$ cat src/rtl/core/rrtq_pkg.sv
// rrtq_pkg: shared types and constants of the round-robin task queue unit
// no dependencies; imported by rrtq_ram users, rrtq_update and the top level
`default_nettype none
package rrtq_pkg;

  localparam int MAX_TASKS = 64;
  localparam int TASK_W    = $clog2(MAX_TASKS);
  localparam int COUNT_W   = $clog2(MAX_TASKS + 1);
  localparam int SLICE_W   = 16;
  localparam int KIND_W    = 3;

  localparam logic [SLICE_W-1:0] SLICE_RESET = SLICE_W'(100);

  // operation codes
  localparam logic [KIND_W-1:0] K_ENQ  = 3'd0;
  localparam logic [KIND_W-1:0] K_DEQ  = 3'd1;
  localparam logic [KIND_W-1:0] K_YLD  = 3'd2;
  localparam logic [KIND_W-1:0] K_TICK = 3'd3;
  localparam logic [KIND_W-1:0] K_PICK = 3'd4;

  typedef struct packed {
    logic [KIND_W-1:0] kind;
    logic [TASK_W-1:0] task_id;
    logic              at_head;
    logic              task_in_class;
  } rrtq_in_t;

  typedef struct packed {
    logic [TASK_W-1:0]  picked_task;
    logic               queue_empty;
    logic               resched;
    logic [COUNT_W-1:0] queue_count;
    logic               error;
  } rrtq_out_t;

  // one link memory write
  typedef struct packed {
    logic              en;
    logic [TASK_W-1:0] addr;
    logic [TASK_W-1:0] data;
  } rrtq_lwr_t;

  // queue state and memory read data seen by the update logic
  typedef struct packed {
    logic [TASK_W-1:0]  head;
    logic [TASK_W-1:0]  tail;
    logic [COUNT_W-1:0] count;
    logic               queued;
    logic [TASK_W-1:0]  next_rd;
    logic [TASK_W-1:0]  prev_rd;
    logic [SLICE_W-1:0] slice_rd;
    logic [SLICE_W-1:0] slice_len;
  } rrtq_ctx_t;

  // everything the update logic decides for one word
  typedef struct packed {
    logic [TASK_W-1:0]  head;
    logic [TASK_W-1:0]  tail;
    logic [COUNT_W-1:0] count;
    logic               q_we;
    logic               q_val;
    rrtq_lwr_t          next_a;
    rrtq_lwr_t          prev_a;
    rrtq_lwr_t          next_b;
    rrtq_lwr_t          prev_b;
    logic               slice_we;
    logic [SLICE_W-1:0] slice_data;
    rrtq_out_t          res;
  } rrtq_upd_t;

endpackage
`default_nettype wire

$ cat src/rtl/core/rrtq_ram.sv
// rrtq_ram: generic single write port, single read port synchronous ram
// read data registered; no dependencies
`default_nettype none
module rrtq_ram #(
  parameter int WIDTH  = 8,
  parameter int ADDR_W = 6
) (
  input  wire logic              clk,
  input  wire logic              we,
  input  wire logic [ADDR_W-1:0] waddr,
  input  wire logic [WIDTH-1:0]  wdata,
  input  wire logic              re,
  input  wire logic [ADDR_W-1:0] raddr,
  output logic      [WIDTH-1:0]  rdata
);

  localparam int DEPTH = 1 << ADDR_W;

  logic [WIDTH-1:0] mem [DEPTH];

  always_ff @(posedge clk) begin
    if (we) begin
      mem[waddr] <= wdata;
    end
  end

  always_ff @(posedge clk) begin
    if (re) begin
      rdata <= mem[raddr];
    end
  end

endmodule
`default_nettype wire

$ cat src/rtl/core/rrtq_update.sv
// rrtq_update: per-word list surgery, slice countdown and status for the queue
// depends on rrtq_pkg; purely combinational, driven by the top level sequencer
`default_nettype none
module rrtq_update (
  input  wire rrtq_pkg::rrtq_in_t  item,
  input  wire rrtq_pkg::rrtq_ctx_t ctx,
  output rrtq_pkg::rrtq_upd_t      upd
);
  import rrtq_pkg::*;

  logic [TASK_W-1:0]  t;
  logic [SLICE_W-1:0] dec;
  logic               do_move;
  logic               many;

  always_comb begin
    t       = item.task_id;
    dec     = ctx.slice_rd - SLICE_W'(1);
    do_move = 1'b0;
    many    = ctx.count >= COUNT_W'(2);

    upd            = '0;
    upd.head       = ctx.head;
    upd.tail       = ctx.tail;
    upd.count      = ctx.count;
    upd.slice_data = dec;

    case (item.kind)
      K_ENQ: begin
        if (ctx.queued) begin
          upd.res.error = 1'b1;
        end else begin
          upd.q_we  = 1'b1;
          upd.q_val = 1'b1;
          upd.count = ctx.count + COUNT_W'(1);
          if (ctx.count == '0) begin
            upd.head = t;
            upd.tail = t;
          end else if (item.at_head) begin
            upd.prev_a = '{en: 1'b1, addr: ctx.head, data: t};
            upd.next_a = '{en: 1'b1, addr: t, data: ctx.head};
            upd.head   = t;
          end else begin
            upd.next_a = '{en: 1'b1, addr: ctx.tail, data: t};
            upd.prev_a = '{en: 1'b1, addr: t, data: ctx.tail};
            upd.tail   = t;
          end
        end
      end
      K_DEQ: begin
        if (!ctx.queued) begin
          upd.res.error = 1'b1;
        end else begin
          upd.q_we  = 1'b1;
          upd.q_val = 1'b0;
          upd.count = ctx.count - COUNT_W'(1);
          if (!many) begin
            upd.head = '0;
            upd.tail = '0;
          end else begin
            if (t == ctx.head) begin
              upd.head = ctx.next_rd;
            end else begin
              upd.next_a = '{en: 1'b1, addr: ctx.prev_rd, data: ctx.next_rd};
            end
            if (t == ctx.tail) begin
              upd.tail = ctx.prev_rd;
            end else begin
              upd.prev_a = '{en: 1'b1, addr: ctx.next_rd, data: ctx.prev_rd};
            end
          end
        end
      end
      K_YLD: begin
        do_move = ctx.queued;
      end
      K_TICK: begin
        if (item.task_in_class) begin
          upd.slice_we = 1'b1;
          if (dec == '0) begin
            upd.slice_data = ctx.slice_len;
            if (ctx.queued && many) begin
              upd.res.resched = 1'b1;
              do_move         = 1'b1;
            end
          end
        end
      end
      K_PICK: begin
        if (ctx.count != '0) begin
          upd.res.picked_task = ctx.head;
        end
      end
      default: begin
      end
    endcase

    // unlink, then append at the tail; the tail write lands second
    if (do_move && many && t != ctx.tail) begin
      if (t == ctx.head) begin
        upd.head = ctx.next_rd;
      end else begin
        upd.next_a = '{en: 1'b1, addr: ctx.prev_rd, data: ctx.next_rd};
      end
      upd.prev_a = '{en: 1'b1, addr: ctx.next_rd, data: ctx.prev_rd};
      upd.next_b = '{en: 1'b1, addr: ctx.tail, data: t};
      upd.prev_b = '{en: 1'b1, addr: t, data: ctx.tail};
      upd.tail   = t;
    end

    upd.res.queue_count = upd.count;
    upd.res.queue_empty = (upd.count == '0);
  end

endmodule
`default_nettype wire

$ cat src/rtl/core/round_robin_task_queue_unit.sv
// round_robin_task_queue_unit: top level, sequencer, queue registers and memories
// depends on rrtq_pkg, rrtq_ram and rrtq_update
`default_nettype none
// Usage:
//  An operation word on in_item is taken at a clock edge with start high and
//  busy low. Kinds: enqueue (head or tail), dequeue, yield, tick, pick.
//  Exactly one result word per operation appears on out_item with out_valid
//  high for one cycle; the receiver cannot hold it off.
//  Timing: when the word is taken, the link and slice memories register the
//  task's entries; in the exec state all updates are decided and the first
//  link writes land; out_valid is high in the write-back state, at whose end
//  the second pair of link writes (append at the tail) lands. busy is high
//  in the exec and write-back states, so a new word is taken only once the
//  last one is through, as each link memory has a single write port.
//  The slice length register is written over cfg_valid/cfg_data; cfg_ready is
//  always high. The user must make writes only while the unit is idle (not enforced).
//  Reset (rst_n low, synchronous) empties the queue, sets the slice length to
//  100 and marks every slice counter as full; no memory clearing pass runs,
//  so the unit is ready in the first cycle after reset.
module round_robin_task_queue_unit (
  input  wire logic                          clk,
  input  wire logic                          rst_n,
  input  wire logic                          start,
  output logic                               busy,
  input  wire rrtq_pkg::rrtq_in_t            in_item,
  output logic                               out_valid,
  output rrtq_pkg::rrtq_out_t                out_item,
  input  wire logic                          cfg_valid,
  output logic                               cfg_ready,
  input  wire logic [rrtq_pkg::SLICE_W-1:0]  cfg_data
);
  import rrtq_pkg::*;

  localparam logic [1:0] S_IDLE = 2'd0;
  localparam logic [1:0] S_EXEC = 2'd1;
  localparam logic [1:0] S_WB   = 2'd2;

  logic [1:0]           state_r, state_nxt;
  rrtq_in_t             item_r;
  logic [TASK_W-1:0]    head_r, head_nxt;
  logic [TASK_W-1:0]    tail_r, tail_nxt;
  logic [COUNT_W-1:0]   count_r, count_nxt;
  logic [MAX_TASKS-1:0] queued_r, queued_nxt;
  logic [MAX_TASKS-1:0] slice_vld_r, slice_vld_nxt;
  logic [SLICE_W-1:0]   slice_len_r;
  rrtq_lwr_t            next_b_r, prev_b_r;
  logic                 out_valid_r;
  rrtq_out_t            out_r;

  logic                 accept;
  logic                 exec;
  logic [TASK_W-1:0]    next_rd, prev_rd;
  logic [SLICE_W-1:0]   slice_rd;
  rrtq_lwr_t            next_wr, prev_wr;
  rrtq_ctx_t            ctx;
  rrtq_upd_t            upd;

  assign accept    = start && !busy;
  assign exec      = (state_r == S_EXEC);
  assign busy      = (state_r != S_IDLE);
  assign cfg_ready = 1'b1;
  assign out_valid = out_valid_r;
  assign out_item  = out_r;

  // first write pair in exec, deferred tail append in the write-back state
  assign next_wr = exec ? upd.next_a : next_b_r;
  assign prev_wr = exec ? upd.prev_a : prev_b_r;

  rrtq_ram #(.WIDTH(TASK_W), .ADDR_W(TASK_W)) u_next_ram (
    .clk   (clk),
    .we    (next_wr.en && (exec || state_r == S_WB)),
    .waddr (next_wr.addr),
    .wdata (next_wr.data),
    .re    (accept),
    .raddr (in_item.task_id),
    .rdata (next_rd)
  );

  rrtq_ram #(.WIDTH(TASK_W), .ADDR_W(TASK_W)) u_prev_ram (
    .clk   (clk),
    .we    (prev_wr.en && (exec || state_r == S_WB)),
    .waddr (prev_wr.addr),
    .wdata (prev_wr.data),
    .re    (accept),
    .raddr (in_item.task_id),
    .rdata (prev_rd)
  );

  rrtq_ram #(.WIDTH(SLICE_W), .ADDR_W(TASK_W)) u_slice_ram (
    .clk   (clk),
    .we    (exec && upd.slice_we),
    .waddr (item_r.task_id),
    .wdata (upd.slice_data),
    .re    (accept),
    .raddr (in_item.task_id),
    .rdata (slice_rd)
  );

  always_comb begin
    ctx.head      = head_r;
    ctx.tail      = tail_r;
    ctx.count     = count_r;
    ctx.queued    = queued_r[item_r.task_id];
    ctx.next_rd   = next_rd;
    ctx.prev_rd   = prev_rd;
    // counters never written still hold the full reset slice
    ctx.slice_rd  = slice_vld_r[item_r.task_id] ? slice_rd : SLICE_RESET;
    ctx.slice_len = slice_len_r;
  end

  rrtq_update u_update (
    .item (item_r),
    .ctx  (ctx),
    .upd  (upd)
  );

  always_comb begin
    state_nxt     = state_r;
    head_nxt      = head_r;
    tail_nxt      = tail_r;
    count_nxt     = count_r;
    queued_nxt    = queued_r;
    slice_vld_nxt = slice_vld_r;
    case (state_r)
      S_IDLE: begin
        if (accept) begin
          state_nxt = S_EXEC;
        end
      end
      S_EXEC: begin
        state_nxt = S_WB;
        head_nxt  = upd.head;
        tail_nxt  = upd.tail;
        count_nxt = upd.count;
        if (upd.q_we) begin
          queued_nxt[item_r.task_id] = upd.q_val;
        end
        if (upd.slice_we) begin
          slice_vld_nxt[item_r.task_id] = 1'b1;
        end
      end
      S_WB: begin
        state_nxt = S_IDLE;
      end
      default: begin
        state_nxt = S_IDLE;
      end
    endcase
  end

  always_ff @(posedge clk) begin
    if (!rst_n) begin
      state_r     <= S_IDLE;
      head_r      <= '0;
      tail_r      <= '0;
      count_r     <= '0;
      queued_r    <= '0;
      slice_vld_r <= '0;
      slice_len_r <= SLICE_RESET;
      next_b_r    <= '0;
      prev_b_r    <= '0;
      out_valid_r <= 1'b0;
    end else begin
      state_r     <= state_nxt;
      head_r      <= head_nxt;
      tail_r      <= tail_nxt;
      count_r     <= count_nxt;
      queued_r    <= queued_nxt;
      slice_vld_r <= slice_vld_nxt;
      out_valid_r <= exec;
      if (cfg_valid && cfg_ready) begin
        slice_len_r <= cfg_data;
      end
      if (exec) begin
        next_b_r <= upd.next_b;
        prev_b_r <= upd.prev_b;
      end else begin
        next_b_r <= '0;
        prev_b_r <= '0;
      end
    end
  end

  always_ff @(posedge clk) begin
    if (accept) begin
      item_r <= in_item;
    end
    if (exec) begin
      out_r <= upd.res;
    end
  end

  assert property (@(posedge clk) disable iff (!rst_n)
    $countones(queued_r) == 32'(count_r))
    else $error("queued flags disagree with task count");

  assert property (@(posedge clk) disable iff (!rst_n)
    count_r == '0 |-> head_r == '0 && tail_r == '0)
    else $error("empty queue with nonzero head or tail");

  assert property (@(posedge clk) disable iff (!rst_n)
    accept |=> ##1 out_valid_r)
    else $error("result word missing two cycles after start");

  assert property (@(posedge clk) disable iff (!rst_n)
    out_valid_r |-> busy && !$past(out_valid_r))
    else $error("result strobe outside the write-back cycle");

endmodule
`default_nettype wire

$ cat config.mk
export PLATFORM = sky130hd
export DESIGN_NAME = round_robin_task_queue_unit
export DESIGN_NICKNAME = d
export VERILOG_FILES = /design/src/rtl/core/rrtq_pkg.sv /design/src/rtl/core/rrtq_ram.sv /design/src/rtl/core/rrtq_update.sv /design/src/rtl/core/round_robin_task_queue_unit.sv
export SDC_FILE = /design/constraint.sdc
export NUM_CORES = 2
export LEC_CHECK = 0
export CELL_PAD_IN_SITES_DETAIL_PLACEMENT = 1
export CELL_PAD_IN_SITES_GLOBAL_PLACEMENT = 2
export CORE_MARGIN = 1
export CORE_UTILIZATION = 49
export CTS_CLUSTER_SIZE = 25
export DETAILED_ROUTE_END_ITERATION = 10
export DONT_BUFFER_PORTS = 1
export PLACE_DENSITY = 0.9
export SYNTH_ARGS = -nofsm -noshare
export SYNTH_HDL_FRONTEND = slang
export SYNTH_HIERARCHICAL = 1
export SYNTH_SLANG_ARGS = --single-unit
$ cat constraint.sdc
create_clock -name clk -period 8.97 [get_ports clk]
set_clock_uncertainty 0.2 [all_clocks]
set_input_delay 1.794 -clock clk [delete_from_list [all_inputs] [get_ports clk]]
set_output_delay 1.794 -clock clk [all_outputs]
set_load 0.005 [all_outputs]
==> flow_metrics.env <==
export IMPL_run_status="finished with violations"
export IMPL_failed_checks="max-slew violations"
export IMPL_reg2reg_setup_slack_ns=0.74
export IMPL_floorplan_die_height_um=412
export IMPL_clk_pin_slew_worst_paths_ns=0.06
export IMPL_tightest_slew_ns=1.62
export IMPL_cts_tree="yes"
export IMPL_num_vias=45200
export IMPL_die_ar_mm2=0.170
export IMPL_worstSetupPathType="reg -> reg"
export IMPL_worstRegToRegCells=19
export IMPL_critPathRequiredTime_ns=9.26
export IMPL_post_route_period_util_pct=91.8
export IMPL_grt_most_used_layer="met2"
export IMPL_vias_per_cell=6.50
export IMPL_final_instance_count_excl_fill=6963
export IMPL_io_buffer_count=0
export IMPL_timing_hold_worst_class="reg -> reg"
export IMPL_post_synth_instance_area_mm2=0.0826
export IMPL_drt_antenna_violating_nets=0
export IMPL_post_synth_top_area_cell="sky130_fd_sc_hd__edfxtp_1"
export IMPL_wl_mm=221
export IMPL_postSynthNetCount=4617
export IMPL_fin_nets=4624
export IMPL_worst_ir_drop_vdd_mv=0.128
export IMPL_slew_violations=109
export IMPL_htreeDepth=4
export IMPL_final_period_minus_worst_setup_slack_ns=8.23
export IMPL_maxSlewHeadroom_pct=-8.25
export IMPL_synth_top_cell_area_share_pct=67.2
export IMPL_timing_final_setup_violations=0
export IMPL_ys_async_sr_fraction_pct=0
export IMPL_rr_endpoint="u_next_ram/mem[62][0]"
export IMPL_top_level_ports=50
export IMPL_p_leak_nw=27.2
export IMPL_yosysWarnings=6
export IMPL_yosysUniqueCellTypes=88
export IMPL_grt_use_met1_pct=35.5
export IMPL_hold_viol=0
export IMPL_worstSetupStartpointType="register"
export IMPL_gpl_final_weighted_congestion=0.844
export IMPL_cts_setup_buffers=0
export IMPL_drt_first_iter_violations=6040
export IMPL_timing_hold_worst_endpoint="slice_vld_r[31]"
export IMPL_area_growth_syn_to_layout_pct=10.1
export IMPL_rows=150
export IMPL_cts_buffer_count=195
export IMPL_post_cts_resized_instances=0
export IMPL_final_setup_tns_ns=0
export IMPL_synth_top_cells_by_area="sky130_fd_sc_hd__edfxtp_1, sky130_fd_sc_hd__mux4_2, sky130_fd_sc_hd__dfxtp_1"
export IMPL_dp_cells=6590
export IMPL_synth_edff_count=1847
export IMPL_ys_seq_elements=2039
export IMPL_met2_usage_pct=42.1
export IMPL_first_pass_drt_iterations=5
export IMPL_grt_start_max_net_pins=460
export IMPL_unrepaired_setup_endpoints_after_global_routing="no"
export IMPL_initial_utilization_pct=49.4
export IMPL_min_from="slice_vld_r[31]"
export IMPL_timing_critical_path_to_type="register"
export IMPL_via_count_of_the_first_global_routing_pass=46700
export IMPL_cts_hold_repair_buffers=0
export IMPL_seq_area_frac_synth_pct=71.8
export IMPL_global_route_usage_total_pct=26.0
export IMPL_worst_ep_arrival_time_ns=8.52
export IMPL_p_total_mw=19.7
export IMPL_worstReg2RegStart="item_r[4]"
export IMPL_grt_residual_overflow=0
export IMPL_avg_synthesized_cell_area_um2=18.0
export IMPL_synthesized_instance_count=4577
export IMPL_max_cap_violations=0
export IMPL_worstPathMaxFanout=16
export IMPL_remaining_drc_errors=0
export IMPL_dpl_hpwl_mm=129
export IMPL_grt_antenna_before_repair=5
export IMPL_cts_root_buf="sky130_fd_sc_hd__clkbuf_16"
export IMPL_clkSinkCount=2039
export IMPL_clock_tree_buffer_depth=3
export IMPL_core_region_area_mm2=0.167
export IMPL_worst_skew_pair_late_latency_ns=0.87
export IMPL_total_power_per_unit_cell_area_mw_per_mm2=217
export IMPL_hold_depth=1
export IMPL_detail_route_wl_per_cell_um=31.7
export IMPL_fraction_of_final_layout_cells_with_drive_strength_greater_than_1_pct=20.0
export IMPL_synth_top_flop_cell="sky130_fd_sc_hd__edfxtp_1"
export IMPL_fmaxAchievable_ghz=0.121
export IMPL_globalRouteMet3Util_pct=4.58
export IMPL_first_pass_grt_wire_length_mm=323
export IMPL_die_width_um=412
flip-flops by register name (all words and copies together) (netlist names), 7 cells and up:
register and cells:
next_b_r 13, out_item 16, slice_len_r 16, u_next_ram/mem 384, item_r 11, queued_r 64
u_slice_ram/rdata 16, u_slice_ram/mem 1024, u_prev_ram/mem 384, slice_vld_r 64, count_r 7, prev_b_r 13
stage by stage:
step / cell area [um2] / setup slack, ns / util, % / hold WS [ns]
2_1_floorplan: 82600 / 1.96 / - / 0.232
3_3_place_gp: 84400 / 1.19 / 50.5 / 0.241
3_5_place_dp: 84400 / 0.802 / 50.5 / 0.252
4_1_cts: 90900 / 0.550 / 54.4 / 0.266
5_1_grt: 90900 / 0.365 / 54.4 / 0.281
6_report: 90900 / 0.738 / 54.4 / 0.269
routing by layer:
| layer | vias up | wire length [um] |
|---|---|---|
| li1 | 18400 | - |
| met1 | 23900 | 87000 |
| met2 | 2437 | 108000 |
| met3 | 436 | 18300 |
| met4 | 0 | 7700 |
| met5 | - | 0 |
Yosys cell counts (18+ instances only):
cell / number
sky130_fd_sc_hd__o22ai_1: 34
sky130_fd_sc_hd__nor2_1: 316
sky130_fd_sc_hd__a221oi_1: 35
sky130_fd_sc_hd__a211oi_1: 24
sky130_fd_sc_hd__and3_1: 36
sky130_fd_sc_hd__nor2b_1: 87
sky130_fd_sc_hd__inv_1: 32
sky130_fd_sc_hd__buf_4: 43
sky130_fd_sc_hd__nand4_1: 21
sky130_fd_sc_hd__mux2i_1: 185
sky130_fd_sc_hd__xnor2_1: 25
sky130_fd_sc_hd__a21boi_0: 65
sky130_fd_sc_hd__nor3_1: 25
sky130_fd_sc_hd__o221ai_1: 21
sky130_fd_sc_hd__a21o_1: 26
sky130_fd_sc_hd__a21oi_1: 38
sky130_fd_sc_hd__dfxtp_1: 192
sky130_fd_sc_hd__a22oi_1: 53
sky130_fd_sc_hd__clkbuf_1: 120
sky130_fd_sc_hd__o21ai_0: 86
sky130_fd_sc_hd__nand3_1: 130
sky130_fd_sc_hd__mux2_2: 75
sky130_fd_sc_hd__buf_6: 31
sky130_fd_sc_hd__nand2_1: 151
sky130_fd_sc_hd__and2_1: 25
sky130_fd_sc_hd__o21a_1: 65
sky130_fd_sc_hd__buf_2: 76
sky130_fd_sc_hd__edfxtp_1: 1847
sky130_fd_sc_hd__mux4_2: 402
sky130_fd_sc_hd__a41oi_1: 18
power breakdown:
group          switching (mW)  internal [mW]  leakage [nW]  total, mW
clock network            3.67           4.68          3.17       8.36
registers              0.0458           10.4          17.0       10.5
logic                   0.575          0.325          7.09      0.901
total                    4.29           15.4          27.2       19.7
layout make-up:
| class | instances | area [um2] |
|---|---|---|
| Inverter | 34 | 128 |
| Timing Repair Buffer | 108 | 815 |
| Fill cell | 14900 | 76300 |
| Tap cell | 2204 | 2760 |
| Multi-Input combinational cell | 2206 | 21400 |
| Antenna cell | 4 | 10.0 |
| Clock inverter | 137 | 1320 |
| Clock buffer | 231 | 5160 |
| Sequential cell | 2039 | 59300 |
worst max-delay path by stage:
stage	startpoint	endpoint	slack, ns
finish	item_r[4]	u_next_ram/mem[62][0]	0.74
detailed placement	item_r[4]	u_next_ram/mem[14][3]	0.80
CTS	item_r[4]	u_next_ram/mem[62][0]	0.55
global placement	item_r[4]	u_next_ram/mem[14][0]	1.19
global route	item_r[2]	u_next_ram/mem[62][0]	0.36
floorplan	item_r[3]	u_slice_ram/mem[0][0]	1.96
logic make-up after synthesis:
logic type	share of synthesized area, %
buffers and inverters	2.36
AO/OA/AOI/OAI	5.22
XOR/XNOR	0.308
multiplexers	14.7
other	0.00454
adder cells (fa/ha/maj)	0.136
flip-flops	71.8
AND/OR/NAND/NOR	5.39
critical path, stage by stage, from the launching register on:
cell and delay [ns]:
sky130_fd_sc_hd__edfxtp_1 0.79, sky130_fd_sc_hd__mux4_2 0.40, sky130_fd_sc_hd__and3_1 0.20, sky130_fd_sc_hd__a221o_1 0.31, sky130_fd_sc_hd__a211oi_4 0.57, sky130_fd_sc_hd__a41oi_1 0.40, sky130_fd_sc_hd__inv_1 0.14, sky130_fd_sc_hd__ha_1 0.21
sky130_fd_sc_hd__or3b_2 0.56, sky130_fd_sc_hd__o31ai_1 0.34, sky130_fd_sc_hd__nand2_1 0.25, sky130_fd_sc_hd__a2111oi_4 0.39, sky130_fd_sc_hd__buf_4 0.27, sky130_fd_sc_hd__o21ai_0 0.10, sky130_fd_sc_hd__o211ai_1 0.10, sky130_fd_sc_hd__mux2i_1 0.10
sky130_fd_sc_hd__nor2b_1 0.66, sky130_fd_sc_hd__nor2b_1 0.37, sky130_fd_sc_hd__nand3_1 0.70, sky130_fd_sc_hd__nor2_1 0.79
cell usage in the layout, fill, tap and decap left out, drive strengths merged, types with 106 or more instances in the layout:
cell type	Yosys	layout
edfxtp	1847	1847
mux4	418	418
nor2	318	318
clkbuf	123	231
dfxtp	192	192
mux2i	185	185
nand2	152	152
nand3	130	130
buf	175	108
clkinv	1	106
No activity file was read; power rests on OpenSTA's default activity.
